==> src/phr_pkg.sv <==
// Package for the path history ring: sizes, codes, state and command types.
// Used by the controller, the datapath, the top level and the checker.
package phr_pkg;

	localparam int DEPTH = 32;
	localparam int IDX_W = (DEPTH > 1) ? $clog2(DEPTH) : 1;
	localparam int CNT_W = 6;
	localparam int DIR_W = 3;
	localparam int STEP_W = 8;

	typedef logic [IDX_W-1:0] idx_t;
	typedef logic [CNT_W-1:0] cnt_t;
	typedef logic [DIR_W-1:0] dir_t;

	localparam dir_t DIR_MAX = 3'd5;
	localparam dir_t DIR_REV_MASK = 3'd1;

	typedef enum logic [1:0] {
		OP_ADD     = 2'd0,
		OP_RETRACE = 2'd1,
		OP_SHOW    = 2'd2,
		OP_NOP     = 2'd3
	} op_t;

	typedef enum logic [2:0] {
		KIND_ADD_DONE = 3'd0,
		KIND_REV_STEP = 3'd1,
		KIND_RET_DONE = 3'd2,
		KIND_RUN      = 3'd3,
		KIND_EMPTY    = 3'd4
	} kind_t;

	typedef enum logic {
		RD_TAIL,
		RD_SCAN
	} rd_sel_t;

	typedef enum logic [2:0] {
		ST_IDLE,
		ST_ADD,
		ST_RET_STEP,
		ST_RET_EMIT,
		ST_SHOW_RD,
		ST_SHOW_CMP,
		ST_SHOW_END
	} state_t;

	typedef struct packed {
		logic    cap;
		logic    rd_en;
		rd_sel_t rd_sel;
		logic    add_exec;
		logic    clear;
		logic    pop;
		logic    scan_take;
		logic    emit;
		kind_t   kind;
		logic    last;
	} ctrl_cmd_t;

	typedef struct packed {
		logic empty;
		logic clear_req;
		logic walk;
		logic steps_done;
		logic scan_end;
		logic run_break;
		logic out_free;
	} dp_stat_t;

	function automatic idx_t idx_inc(idx_t i);
		idx_inc = (i == idx_t'(DEPTH - 1)) ? '0 : idx_t'(i + 1'b1);
	endfunction

	function automatic idx_t idx_dec(idx_t i);
		idx_dec = (i == '0) ? idx_t'(DEPTH - 1) : idx_t'(i - 1'b1);
	endfunction

	function automatic cnt_t held_of(idx_t h, idx_t t);
		logic [IDX_W:0] d;
		d = {1'b0, t} - {1'b0, h};
		if (t < h)
			d = d + (IDX_W+1)'(DEPTH);
		held_of = cnt_t'(d);
	endfunction

endpackage

==> src/phr_if.sv <==
// Valid/ready channel interfaces for the request and response sides.
// Standalone; payload widths follow the block's field list.
interface phr_req_if;
	logic       valid;
	logic       ready;
	logic [1:0] op;
	logic [2:0] direction;
	logic [7:0] step_count;
	logic       backstep;

	modport source (output valid, op, direction, step_count, backstep, input ready);
	modport sink (input valid, op, direction, step_count, backstep, output ready);
endinterface

interface phr_rsp_if;
	logic       valid;
	logic       ready;
	logic [2:0] kind;
	logic [2:0] dir_out;
	logic [5:0] count;
	logic [5:0] held;
	logic       last;

	modport source (output valid, kind, dir_out, count, held, last, input ready);
	modport sink (input valid, kind, dir_out, count, held, last, output ready);
endinterface

==> src/phr_ctrl.sv <==
// Controller state machine: sequences add, retrace and show over the datapath.
// Depends on phr_pkg for states, codes and the command/status structs.
module phr_ctrl (
	input  logic               clk,
	input  logic               arst_n,
	input  logic               req_valid,
	input  logic [1:0]         req_op,
	output logic               req_ready,
	input  phr_pkg::dp_stat_t  stat,
	output phr_pkg::ctrl_cmd_t cmd
);
	import phr_pkg::*;

	state_t state_q;
	state_t state_d;

	always_ff @(posedge clk or negedge arst_n) begin
		if (!arst_n)
			state_q <= ST_IDLE;
		else
			state_q <= state_d;
	end

	// next state
	always_comb begin
		state_d = state_q;
		unique case (state_q)
			ST_IDLE: begin
				if (req_valid) begin
					unique case (op_t'(req_op))
						OP_ADD:     state_d = ST_ADD;
						OP_RETRACE: state_d = ST_RET_STEP;
						OP_SHOW:    state_d = ST_SHOW_RD;
						OP_NOP:     state_d = ST_IDLE;
						default:    state_d = ST_IDLE;
					endcase
				end
			end
			ST_ADD: begin
				if (stat.out_free)
					state_d = ST_IDLE;
			end
			ST_RET_STEP: begin
				if (stat.clear_req && !stat.empty)
					state_d = ST_RET_STEP;
				else if (stat.empty || stat.steps_done) begin
					if (stat.out_free)
						state_d = ST_IDLE;
				end else if (stat.walk)
					state_d = ST_RET_EMIT;
			end
			ST_RET_EMIT: begin
				if (stat.out_free)
					state_d = ST_RET_STEP;
			end
			ST_SHOW_RD: begin
				if (stat.empty) begin
					if (stat.out_free)
						state_d = ST_IDLE;
				end else
					state_d = ST_SHOW_CMP;
			end
			ST_SHOW_CMP: begin
				if (!stat.run_break || stat.out_free)
					state_d = stat.scan_end ? ST_SHOW_END : ST_SHOW_RD;
			end
			ST_SHOW_END: begin
				if (stat.out_free)
					state_d = ST_IDLE;
			end
			default: state_d = ST_IDLE;
		endcase
	end

	// outputs
	always_comb begin
		req_ready = 1'b0;
		cmd = '{cap: 1'b0, rd_en: 1'b0, rd_sel: RD_TAIL, add_exec: 1'b0, clear: 1'b0,
			pop: 1'b0, scan_take: 1'b0, emit: 1'b0, kind: KIND_ADD_DONE, last: 1'b0};
		unique case (state_q)
			ST_IDLE: begin
				req_ready = 1'b1;
				cmd.cap = req_valid;
				cmd.rd_en = 1'b1;
				cmd.rd_sel = RD_TAIL;
			end
			ST_ADD: begin
				cmd.add_exec = stat.out_free;
				cmd.emit = stat.out_free;
				cmd.kind = KIND_ADD_DONE;
				cmd.last = 1'b1;
			end
			ST_RET_STEP: begin
				if (stat.clear_req && !stat.empty)
					cmd.clear = 1'b1;
				else if (stat.empty || stat.steps_done) begin
					cmd.emit = stat.out_free;
					cmd.kind = KIND_RET_DONE;
					cmd.last = 1'b1;
				end else begin
					cmd.pop = 1'b1;
					cmd.rd_en = 1'b1;
					cmd.rd_sel = RD_TAIL;
				end
			end
			ST_RET_EMIT: begin
				cmd.emit = stat.out_free;
				cmd.kind = KIND_REV_STEP;
			end
			ST_SHOW_RD: begin
				if (stat.empty) begin
					cmd.emit = stat.out_free;
					cmd.kind = KIND_EMPTY;
					cmd.last = 1'b1;
				end else begin
					cmd.rd_en = 1'b1;
					cmd.rd_sel = RD_SCAN;
				end
			end
			ST_SHOW_CMP: begin
				cmd.scan_take = !stat.run_break || stat.out_free;
				cmd.emit = stat.run_break && stat.out_free;
				cmd.kind = KIND_RUN;
			end
			ST_SHOW_END: begin
				cmd.emit = stat.out_free;
				cmd.kind = KIND_RUN;
				cmd.last = 1'b1;
			end
			default: ;
		endcase
	end

endmodule

==> src/phr_dp.sv <==
// Datapath: ring store, head/tail indexes, scan and run registers, response register.
// Depends on phr_pkg; driven by the command struct from phr_ctrl.
module phr_dp (
	input  logic               clk,
	input  logic               arst_n,
	input  logic               cfg_wr_en,
	input  logic               cfg_wr_data,
	input  logic [2:0]         req_direction,
	input  logic [7:0]         req_step_count,
	input  logic               req_backstep,
	input  phr_pkg::ctrl_cmd_t cmd,
	output phr_pkg::dp_stat_t  stat,
	output logic               rsp_valid,
	input  logic               rsp_ready,
	output logic [2:0]         rsp_kind,
	output logic [2:0]         rsp_dir_out,
	output logic [5:0]         rsp_count,
	output logic [5:0]         rsp_held,
	output logic               rsp_last
);
	import phr_pkg::*;

	dir_t              mem [DEPTH];
	logic              collapse_q;
	dir_t              dir_q;
	logic [STEP_W-1:0] steps_q;
	logic              walk_q;
	idx_t              head_q;
	idx_t              tail_q;
	idx_t              scan_q;
	cnt_t              popped_q;
	cnt_t              run_q;
	dir_t              cur_q;
	dir_t              rd_q;
	logic              out_valid_q;
	kind_t             out_kind_q;
	dir_t              out_dir_q;
	cnt_t              out_count_q;
	cnt_t              out_held_q;
	logic              out_last_q;

	idx_t tail_dec;
	idx_t tail_inc;
	idx_t head_d;
	idx_t tail_d;
	cnt_t held_now;
	logic dir_ok;
	logic add_collapse;
	idx_t rd_addr;
	dir_t emit_dir;
	cnt_t emit_count;

	assign tail_dec = idx_dec(tail_q);
	assign tail_inc = idx_inc(tail_q);
	assign held_now = held_of(head_q, tail_q);
	assign dir_ok = (dir_q <= DIR_MAX);
	assign add_collapse = collapse_q && (held_now != '0) && (dir_q == (rd_q ^ DIR_REV_MASK));
	assign rd_addr = (cmd.rd_sel == RD_TAIL) ? tail_dec : scan_q;

	always_comb begin
		head_d = head_q;
		tail_d = tail_q;
		if (cmd.add_exec && dir_ok) begin
			if (add_collapse)
				tail_d = tail_dec;
			else begin
				tail_d = tail_inc;
				if (tail_inc == head_q)
					head_d = idx_inc(head_q);
			end
		end
		if (cmd.clear)
			tail_d = head_q;
		if (cmd.pop)
			tail_d = tail_dec;
	end

	always_comb begin
		emit_dir = '0;
		emit_count = '0;
		case (cmd.kind)
			KIND_REV_STEP: emit_dir = rd_q ^ DIR_REV_MASK;
			KIND_RET_DONE: emit_count = popped_q;
			KIND_RUN: begin
				emit_dir = cur_q;
				emit_count = run_q;
			end
			default: ;
		endcase
	end

	// ring store and its registered read port
	always_ff @(posedge clk) begin
		if (cmd.add_exec && dir_ok && !add_collapse)
			mem[tail_q] <= dir_q;
		if (cmd.rd_en)
			rd_q <= mem[rd_addr];
	end

	always_ff @(posedge clk or negedge arst_n) begin
		if (!arst_n) begin
			collapse_q <= 1'b0;
			head_q <= '0;
			tail_q <= '0;
			out_valid_q <= 1'b0;
		end else begin
			if (cfg_wr_en)
				collapse_q <= cfg_wr_data;
			head_q <= head_d;
			tail_q <= tail_d;
			if (cmd.emit)
				out_valid_q <= 1'b1;
			else if (rsp_ready)
				out_valid_q <= 1'b0;
		end
	end

	always_ff @(posedge clk) begin
		if (cmd.cap) begin
			dir_q <= req_direction;
			steps_q <= req_step_count;
			walk_q <= req_backstep;
			popped_q <= '0;
			scan_q <= head_q;
			run_q <= '0;
		end
		if (cmd.clear)
			popped_q <= held_now;
		if (cmd.pop)
			popped_q <= cnt_t'(popped_q + 1'b1);
		if (cmd.rd_en && cmd.rd_sel == RD_SCAN)
			scan_q <= idx_inc(scan_q);
		if (cmd.scan_take) begin
			if (run_q != '0 && rd_q == cur_q)
				run_q <= cnt_t'(run_q + 1'b1);
			else begin
				cur_q <= rd_q;
				run_q <= cnt_t'(1);
			end
		end
		if (cmd.emit) begin
			out_kind_q <= cmd.kind;
			out_dir_q <= emit_dir;
			out_count_q <= emit_count;
			out_held_q <= held_of(head_d, tail_d);
			out_last_q <= cmd.last;
		end
	end

	assign stat.empty = (held_now == '0);
	assign stat.clear_req = (steps_q == '0) && !walk_q;
	assign stat.walk = walk_q;
	assign stat.steps_done = (steps_q != '0) && (STEP_W'(popped_q) == steps_q);
	assign stat.scan_end = (scan_q == tail_q);
	assign stat.run_break = (run_q != '0) && (rd_q != cur_q);
	assign stat.out_free = !out_valid_q || rsp_ready;

	assign rsp_valid = out_valid_q;
	assign rsp_kind = out_kind_q;
	assign rsp_dir_out = out_dir_q;
	assign rsp_count = out_count_q;
	assign rsp_held = out_held_q;
	assign rsp_last = out_last_q;

endmodule

==> src/path_history_ring_with_backtrack.sv <==
// Top level of the path history ring: controller plus datapath on two channels.
// Depends on phr_pkg, phr_if (phr_req_if, phr_rsp_if), phr_ctrl and phr_dp.
//
//   channel | dir | beat carries                               | notes
//   --------+-----+--------------------------------------------+-----------------------
//   req     | in  | op, direction, step_count, backstep        | one beat per operation
//   rsp     | out | kind, dir_out, count, held, last           | 1..32 beats per request
//   cfg     | in  | cfg_wr_en, cfg_wr_data (collapse_reverse)  | write only when idle
//
// Sequencing: add captures the request, then writes and emits its closing beat; retrace
// pops one step per pass through ST_RET_STEP (plus ST_RET_EMIT when each step is echoed),
// then emits the closing beat, and a clear empties the ring instead; show reads and compares
// each held entry in turn. The single read port of the ring store sets the per-entry pace.
// Reset (arst_n low) empties the ring and clears collapse_reverse; no clearing pass.
// A stalled rsp holds the controller on the pending beat; req is taken again as soon as
// the last beat of an operation sits in the response register.
module path_history_ring_with_backtrack (
	input  logic        clk,
	input  logic        arst_n,
	input  logic        cfg_wr_en,
	input  logic        cfg_wr_data,
	phr_req_if.sink     req,
	phr_rsp_if.source   rsp
);
	import phr_pkg::*;

	ctrl_cmd_t cmd;
	dp_stat_t  stat;

	// Sequence each operation; hold req.ready low while one is in flight.
	phr_ctrl u_ctrl (
		.clk       (clk),
		.arst_n    (arst_n),
		.req_valid (req.valid),
		.req_op    (req.op),
		.req_ready (req.ready),
		.stat      (stat),
		.cmd       (cmd)
	);

	// Ring store, indexes and the response register live in the datapath.
	phr_dp u_dp (
		.clk            (clk),
		.arst_n         (arst_n),
		.cfg_wr_en      (cfg_wr_en),
		.cfg_wr_data    (cfg_wr_data),
		.req_direction  (req.direction),
		.req_step_count (req.step_count),
		.req_backstep   (req.backstep),
		.cmd            (cmd),
		.stat           (stat),
		.rsp_valid      (rsp.valid),
		.rsp_ready      (rsp.ready),
		.rsp_kind       (rsp.kind),
		.rsp_dir_out    (rsp.dir_out),
		.rsp_count      (rsp.count),
		.rsp_held       (rsp.held),
		.rsp_last       (rsp.last)
	);

endmodule

==> src/flat_wrapper.sv <==
// flat-port wrapper written by rule: the top's interface ports become plain ports
module path_history_ring_with_backtrack_flat import phr_pkg::*;
  (clk, arst_n, cfg_wr_en, cfg_wr_data, req_valid, req_op, req_direction, req_step_count, req_backstep, req_ready, rsp_valid, rsp_kind, rsp_dir_out, rsp_count, rsp_held, rsp_last, rsp_ready);
  phr_req_if req_i ();
  phr_rsp_if rsp_i ();
  input  logic clk;
  input  logic arst_n;
  input  logic cfg_wr_en;
  input  logic cfg_wr_data;
  input wire logic [$bits(req_i.valid)-1:0] req_valid;
  input wire logic [$bits(req_i.op)-1:0] req_op;
  input wire logic [$bits(req_i.direction)-1:0] req_direction;
  input wire logic [$bits(req_i.step_count)-1:0] req_step_count;
  input wire logic [$bits(req_i.backstep)-1:0] req_backstep;
  output wire logic [$bits(req_i.ready)-1:0] req_ready;
  output wire logic [$bits(rsp_i.valid)-1:0] rsp_valid;
  output wire logic [$bits(rsp_i.kind)-1:0] rsp_kind;
  output wire logic [$bits(rsp_i.dir_out)-1:0] rsp_dir_out;
  output wire logic [$bits(rsp_i.count)-1:0] rsp_count;
  output wire logic [$bits(rsp_i.held)-1:0] rsp_held;
  output wire logic [$bits(rsp_i.last)-1:0] rsp_last;
  input wire logic [$bits(rsp_i.ready)-1:0] rsp_ready;
  assign req_i.valid = req_valid;
  assign req_i.op = req_op;
  assign req_i.direction = req_direction;
  assign req_i.step_count = req_step_count;
  assign req_i.backstep = req_backstep;
  assign req_ready = req_i.ready;
  assign rsp_valid = rsp_i.valid;
  assign rsp_kind = rsp_i.kind;
  assign rsp_dir_out = rsp_i.dir_out;
  assign rsp_count = rsp_i.count;
  assign rsp_held = rsp_i.held;
  assign rsp_last = rsp_i.last;
  assign rsp_i.ready = rsp_ready;
  path_history_ring_with_backtrack u_core (.clk(clk), .arst_n(arst_n), .cfg_wr_en(cfg_wr_en), .cfg_wr_data(cfg_wr_data), .req(req_i), .rsp(rsp_i));
endmodule
==> config.mk <==
export PLATFORM = sky130hd
export DESIGN_NAME = path_history_ring_with_backtrack_flat
export DESIGN_NICKNAME = d
export VERILOG_FILES = /design/src/phr_pkg.sv /design/src/phr_if.sv /design/src/phr_ctrl.sv /design/src/phr_dp.sv /design/src/path_history_ring_with_backtrack.sv /design/src/flat_wrapper.sv
export SDC_FILE = /design/constraint.sdc
export NUM_CORES = 1
export LEC_CHECK = 0
export BUFFER_PORTS_ARGS = -buffer_cell sky130_fd_sc_hd__buf_2
export CAP_MARGIN = 5
export CORE_MARGIN = 4
export CORE_UTILIZATION = 55
export DETAILED_ROUTE_END_ITERATION = 8
export PLACE_DENSITY = 0.73
export SYNTH_ARGS = -nofsm -noshare
export SYNTH_HDL_FRONTEND = slang
export SYNTH_HIERARCHICAL = 1
export SYNTH_SLANG_ARGS = --single-unit
==> constraint.sdc <==
create_clock -name clk -period 8.3 [get_ports clk]
set_clock_uncertainty 0.05 [all_clocks]
set_input_delay 0 -clock clk [delete_from_list [all_inputs] [get_ports clk]]
set_output_delay 0 -clock clk [all_outputs]
set_load 0.1 [all_outputs]
==> metrics.md <==
| Metric | Value |
|---|---|
| Result of the run | complete, no violations |
| Aggregate global routing overflow | 0 |
| Startpoint types | flop |
| Proportion of power drawn by combinational gates | around 49% |
| Die outline width | 132.3 µm |
| Final total power | 4.096 mW |
| Final hold viol count | 0 |
| # rows | 45 |
| Slew Viols, Final | 0 |
| Largest driver fanout on the critical path | 20 |
| Worst setup path class | reg2reg |
| Synth unique cells | 72 |
| Most used DFF post-synth | sky130_fd_sc_hd__edfxtp_1 |
| Synthesized-area fraction occupied by adder cells | between 3 and 4% |
| Portion of netlist area occupied by mux cells | 4.360% |
| Vias in the first global route | 5706 |
| Fin crit period | a little under 5 ns |
| Setup slack after placement | between 3 and 4 ns |
| Layout cells sized above 1 | 13.99% |
| Endpoint type of the worst setup path | flop |
| DRC Markers | 0 |
| Maximum level of the CTS H-tree | 4 |
| Required time at the endpoint of the critical path | between 8 and 9 ns |
| Clock share of power | 19.5% |
| Overall die height | 132.3 µm |
| Syn. warnings | 6 |
| Net switching power | around 1.8 mW |
| First-pass GRT wire length | approximately 30000 µm |
| Total non-filler cell area in the finished layout | 9583 µm² |
| Half-perimeter wire length after placement | 13100 µm |
| Number of optimization iterations in the first detailed-route pass | 7 |
| Synth Instances | a little over 700 |
| Number of flops mapped to enable cells by yosys | 150 |
| Data arrival time of the critical path | 5.04 ns |
| Detailed router's first-iteration violation count | between 600 and 700 |
| Register clock-pin slew on the reported worst setup and hold paths | approximately 0.070 ns |
| Number of nets with antenna violations after routing | 0 |
| Internal power summed over all cells | 2.257 mW |
| Largest net degree at the start of global routing | 44 |
| Worst hold-check path type | in2reg |
| Slew at the pin closest to its max-slew limit | 1.250 ns |
| Cell area after synthesis | 8494 µm² |
| Placer Congestion | 0.8990 |
| Setup repair after global routing missed its margin | false |
| Total clock buffers created by CTS | 17 |
| I/O pin count | 41 |
| Max-Slew Margin vs Limit | between 10% and 20% |
| Clock tree from TritonCTS | done |
| Switching part of the total power | between 40% and 50% |
| Initial core utilization | 56.08% |
| Fin crit share | 59.22% |
| Wire length after detailed routing | a little under 20000 µm |
| Post-Place Cell Area | a little under 9000 µm² |
| Antenna diode count | 0 |
| Avg Synthesized Cell Area | 11.78 µm² |
| Maximum clock rate | 203.5 MHz |
| Number of buffer cells added on primary ports | 40 |
| Count of state elements after synthesis | 165 |
| Basic-gate share of the synthesized area counting and, or, nand and nor cells | 16.63% |
| Number of gates resized after CTS | 0 |
| Placeable Area | 15150 µm² |
| Area added between synthesis and finish | 12.81% |
| Proportion of register bits with asynchronous set or reset after synthesis | 9.091% |
| All-layer global routing usage | 22.54% |
| Root Buffer Master | sky130_fd_sc_hd__clkbuf_16 |
| Number of setup violations in the final report | 0 |
| Antenna violations before repair | 1 |
| Post-synthesis compound-gate area fraction | 9.869% |
| Vias/cell | 6.119 |
| Sequential cell area fraction in the yosys report | between 50% and 60% |
| Worst skew pair latency | ~0.42 ns |
| Final WS setup | roughly 3.4 ns |
| Die footprint | 17500 µm² |
| Total negative setup slack | 0 ns |
| Largest family of logic cells by synthesized area | simple AND/OR/NAND/NOR gates |
| Clock sink total | 165 |
| Count of max-cap constraint violations | 0 |
| Via Count | 5960 |
| Per-cell routed wire length | 20.09 µm |
| Max IR drop VDD | 0.2824 mV |
| XOR/XNOR share of the synthesized area | about 4.4% |
| Cell leakage power | 3.455 nW |
| Sequential cell fraction of total power | 31.6% |
| Final Util | 63.27% |
| Max Root-Sink Buffers | 2 |
| Number of nets in the synthesized netlist | 766 |
| Power density over the cells | 427.4 nW/µm² |
| Fin nets | 818 |
[flip-flops by register name, indices dropped and copies added, names as in the netlist, 3 cells and up]
register                 cells
u_core/u_dp/popped_q         6
u_core/u_dp/mem             96
u_core/u_dp/rsp_count        6
u_core/u_dp/rd_q             3
u_core/u_dp/cur_q            3
u_core/u_dp/tail_q           5
u_core/u_dp/steps_q          8
u_core/u_dp/rsp_kind         3
u_core/u_dp/rsp_dir_out      3
u_core/u_dp/dir_q            3
u_core/u_dp/rsp_held         6
u_core/u_ctrl/state_q        3
u_core/u_dp/head_q           5
u_core/u_dp/scan_q           5
u_core/u_dp/run_q            6
[cells in the final DEF (no fill, tap or decap), types with 4 or more instances in the layout]
| cell type | Yosys | routed |
|---|---|---|
| sky130_fd_sc_hd__inv_1 | 20 | 20 |
| sky130_fd_sc_hd__buf_2 | 7 | 40 |
| sky130_fd_sc_hd__a22o_1 | 5 | 5 |
| sky130_fd_sc_hd__and2_1 | 5 | 5 |
| sky130_fd_sc_hd__and3_1 | 12 | 12 |
| sky130_fd_sc_hd__mux2_2 | 4 | 4 |
| sky130_fd_sc_hd__nor4_1 | 5 | 5 |
| sky130_fd_sc_hd__edfxtp_1 | 150 | 150 |
| sky130_fd_sc_hd__nor2b_1 | 7 | 7 |
| sky130_fd_sc_hd__o21a_1 | 6 | 6 |
| sky130_fd_sc_hd__a22oi_1 | 4 | 4 |
| sky130_fd_sc_hd__clkbuf_16 | 0 | 17 |
| sky130_fd_sc_hd__ha_1 | 23 | 23 |
| sky130_fd_sc_hd__nand2b_1 | 15 | 15 |
| sky130_fd_sc_hd__a21o_1 | 8 | 8 |
| sky130_fd_sc_hd__o21ai_0 | 16 | 16 |
| sky130_fd_sc_hd__dlygate4sd3_1 | 0 | 18 |
| sky130_fd_sc_hd__a31oi_1 | 7 | 7 |
| sky130_fd_sc_hd__o31ai_1 | 4 | 4 |
| sky130_fd_sc_hd__buf_4 | 6 | 8 |
| sky130_fd_sc_hd__a221oi_1 | 8 | 8 |
| sky130_fd_sc_hd__nand3b_1 | 4 | 4 |
| sky130_fd_sc_hd__xor2_1 | 21 | 21 |
| sky130_fd_sc_hd__nor3_1 | 8 | 8 |
| sky130_fd_sc_hd__nand3_1 | 33 | 33 |
| sky130_fd_sc_hd__nand2_1 | 85 | 85 |
| sky130_fd_sc_hd__nor2_1 | 72 | 72 |
| sky130_fd_sc_hd__nand4_1 | 13 | 13 |
| sky130_fd_sc_hd__a21oi_1 | 31 | 31 |
| sky130_fd_sc_hd__mux2i_1 | 25 | 25 |
| sky130_fd_sc_hd__dfrtp_1 | 15 | 15 |
| sky130_fd_sc_hd__xnor2_1 | 20 | 20 |
[worst max-delay path, cell delays in order (launching register included)]
cell                      delay, ns
sky130_fd_sc_hd__dfrtp_1       0.54
sky130_fd_sc_hd__inv_2         0.14
sky130_fd_sc_hd__ha_1          0.23
sky130_fd_sc_hd__fa_1          0.45
sky130_fd_sc_hd__xor2_1        0.26
sky130_fd_sc_hd__nand3_1       0.22
sky130_fd_sc_hd__nor3_1        0.67
sky130_fd_sc_hd__nor3_2        0.12
sky130_fd_sc_hd__and2_1        0.37
sky130_fd_sc_hd__nor2_1        0.37
sky130_fd_sc_hd__o21ai_0       0.18
sky130_fd_sc_hd__o21a_1        0.22
sky130_fd_sc_hd__fa_1          0.43
sky130_fd_sc_hd__inv_1         0.11
sky130_fd_sc_hd__a21o_1        0.11
sky130_fd_sc_hd__a21oi_1       0.07
sky130_fd_sc_hd__xnor2_1       0.12
[cell type report]
class                      instances  area, µm²
fill                            1150       5563
sequential                       165       4880
multi-input combinational        501       3342
timing repair buffer              66      440.4
clock buffer                      17      425.4
tap                              188      235.2
clock inverter                    15      177.7
inverter                          22      82.58
[power groups by stage]
stage | Combinational, mW | Clock, mW | Sequential (mW)
floorplan | 1.41 | 0 | 1.44
global placement | 1.93 | 0 | 1.30
detailed placement | 1.97 | 0 | 1.31
CTS | 1.99 | 0.812 | 1.29
global route | 2.17 | 0.851 | 1.31
finish | 2.00 | 0.799 | 1.30
[metrics by stage]
step,hold slack (ns),std cells
after CTS,0.009583,974
after floorplan,-0.3456,721
after global routing,0.02532,974
after detailed placement,-0.08533,924
after global placement,-0.08373,924
final,0.02314,974
[logic make-up after synthesis]
group / after synthesis
AO/OA/AOI/OAI: 119
adder cells (fa/ha/maj): 25
multiplexers: 33
buffers and inverters: 55
XOR/XNOR: 42
flip-flops: 165
AND/OR/NAND/NOR: 282
[path summary, 6_finish.rpt]
check	slack [ns]	endpoint	depth (start not counted)	start
worst max-delay path	3.39	u_core/u_dp/rsp_held[4]	16	u_core/u_dp/tail_q[0]
worst min-delay path	0.02	u_core/u_ctrl/state_q[0]	4	req_valid
worst max register to register	3.39	u_core/u_dp/rsp_held[4]	16	u_core/u_dp/tail_q[0]
worst min register to register	0.51	u_core/u_dp/cur_q[1]	0	u_core/u_dp/rd_q[1]
max in group asynchronous	6.42	u_core/u_dp/tail_q[0]	4	arst_n
min in group asynchronous	0.42	u_core/u_dp/rsp_valid	3	arst_n
[repair_timing]
action	4_1_cts	5_1_grt
setup buffers	0	0
hold buffers	18	0
hold endpoints to repair	29	0
[synthesized netlist by cell type, types with 3 or more instances]
library cell               number  share of area (%)
sky130_fd_sc_hd__edfxtp_1     150                 53
sky130_fd_sc_hd__nand2_1       85                3.8
sky130_fd_sc_hd__nor2_1        72                3.2
sky130_fd_sc_hd__nand3_1       33                1.9
sky130_fd_sc_hd__a21oi_1       31                1.8
sky130_fd_sc_hd__mux2i_1       25                2.9
sky130_fd_sc_hd__ha_1          23                3.4
sky130_fd_sc_hd__xor2_1        21                2.2
sky130_fd_sc_hd__inv_1         20               0.88
sky130_fd_sc_hd__xnor2_1       20                2.1
sky130_fd_sc_hd__o21ai_0       16               0.94
sky130_fd_sc_hd__dfrtp_1       15                4.4
sky130_fd_sc_hd__nand2b_1      15                1.1
sky130_fd_sc_hd__nand4_1       13               0.96
sky130_fd_sc_hd__and3_1        12               0.88
sky130_fd_sc_hd__clkbuf_1      10               0.44
sky130_fd_sc_hd__a21o_1         8               0.71
sky130_fd_sc_hd__a221oi_1       8               0.82
sky130_fd_sc_hd__nor3_1         8               0.47
sky130_fd_sc_hd__a31oi_1        7               0.52
sky130_fd_sc_hd__buf_2          7               0.41
sky130_fd_sc_hd__buf_6          7               0.93
sky130_fd_sc_hd__nor2b_1        7               0.52
sky130_fd_sc_hd__buf_4          6               0.53
sky130_fd_sc_hd__o21a_1         6               0.53
sky130_fd_sc_hd__a22o_1         5               0.52
sky130_fd_sc_hd__and2_1         5               0.37
sky130_fd_sc_hd__nor4_1         5               0.37
sky130_fd_sc_hd__a22oi_1        4               0.35
sky130_fd_sc_hd__mux2_2         4               0.53
sky130_fd_sc_hd__nand3b_1       4               0.35
sky130_fd_sc_hd__o31ai_1        4               0.35
sky130_fd_sc_hd__a41oi_1        3               0.31
sky130_fd_sc_hd__buf_1          3               0.13
sky130_fd_sc_hd__nor4b_1        3               0.31
sky130_fd_sc_hd__o21ai_1        3               0.18
sky130_fd_sc_hd__o31a_1         3               0.31
sky130_fd_sc_hd__o41ai_1        3               0.31
sky130_fd_sc_hd__or2_2          3               0.22
[metal layers]
layer	GRT usage (%)	vias to the layer above	share of wire, %
met1	32.00	2900	45
li1	-	2777	-
met5	0	-	0
met2	34.01	250	47
met3	5.344	33	6.3
met4	8.603	0	2.2
No activity file was read; power rests on OpenSTA's default activity.
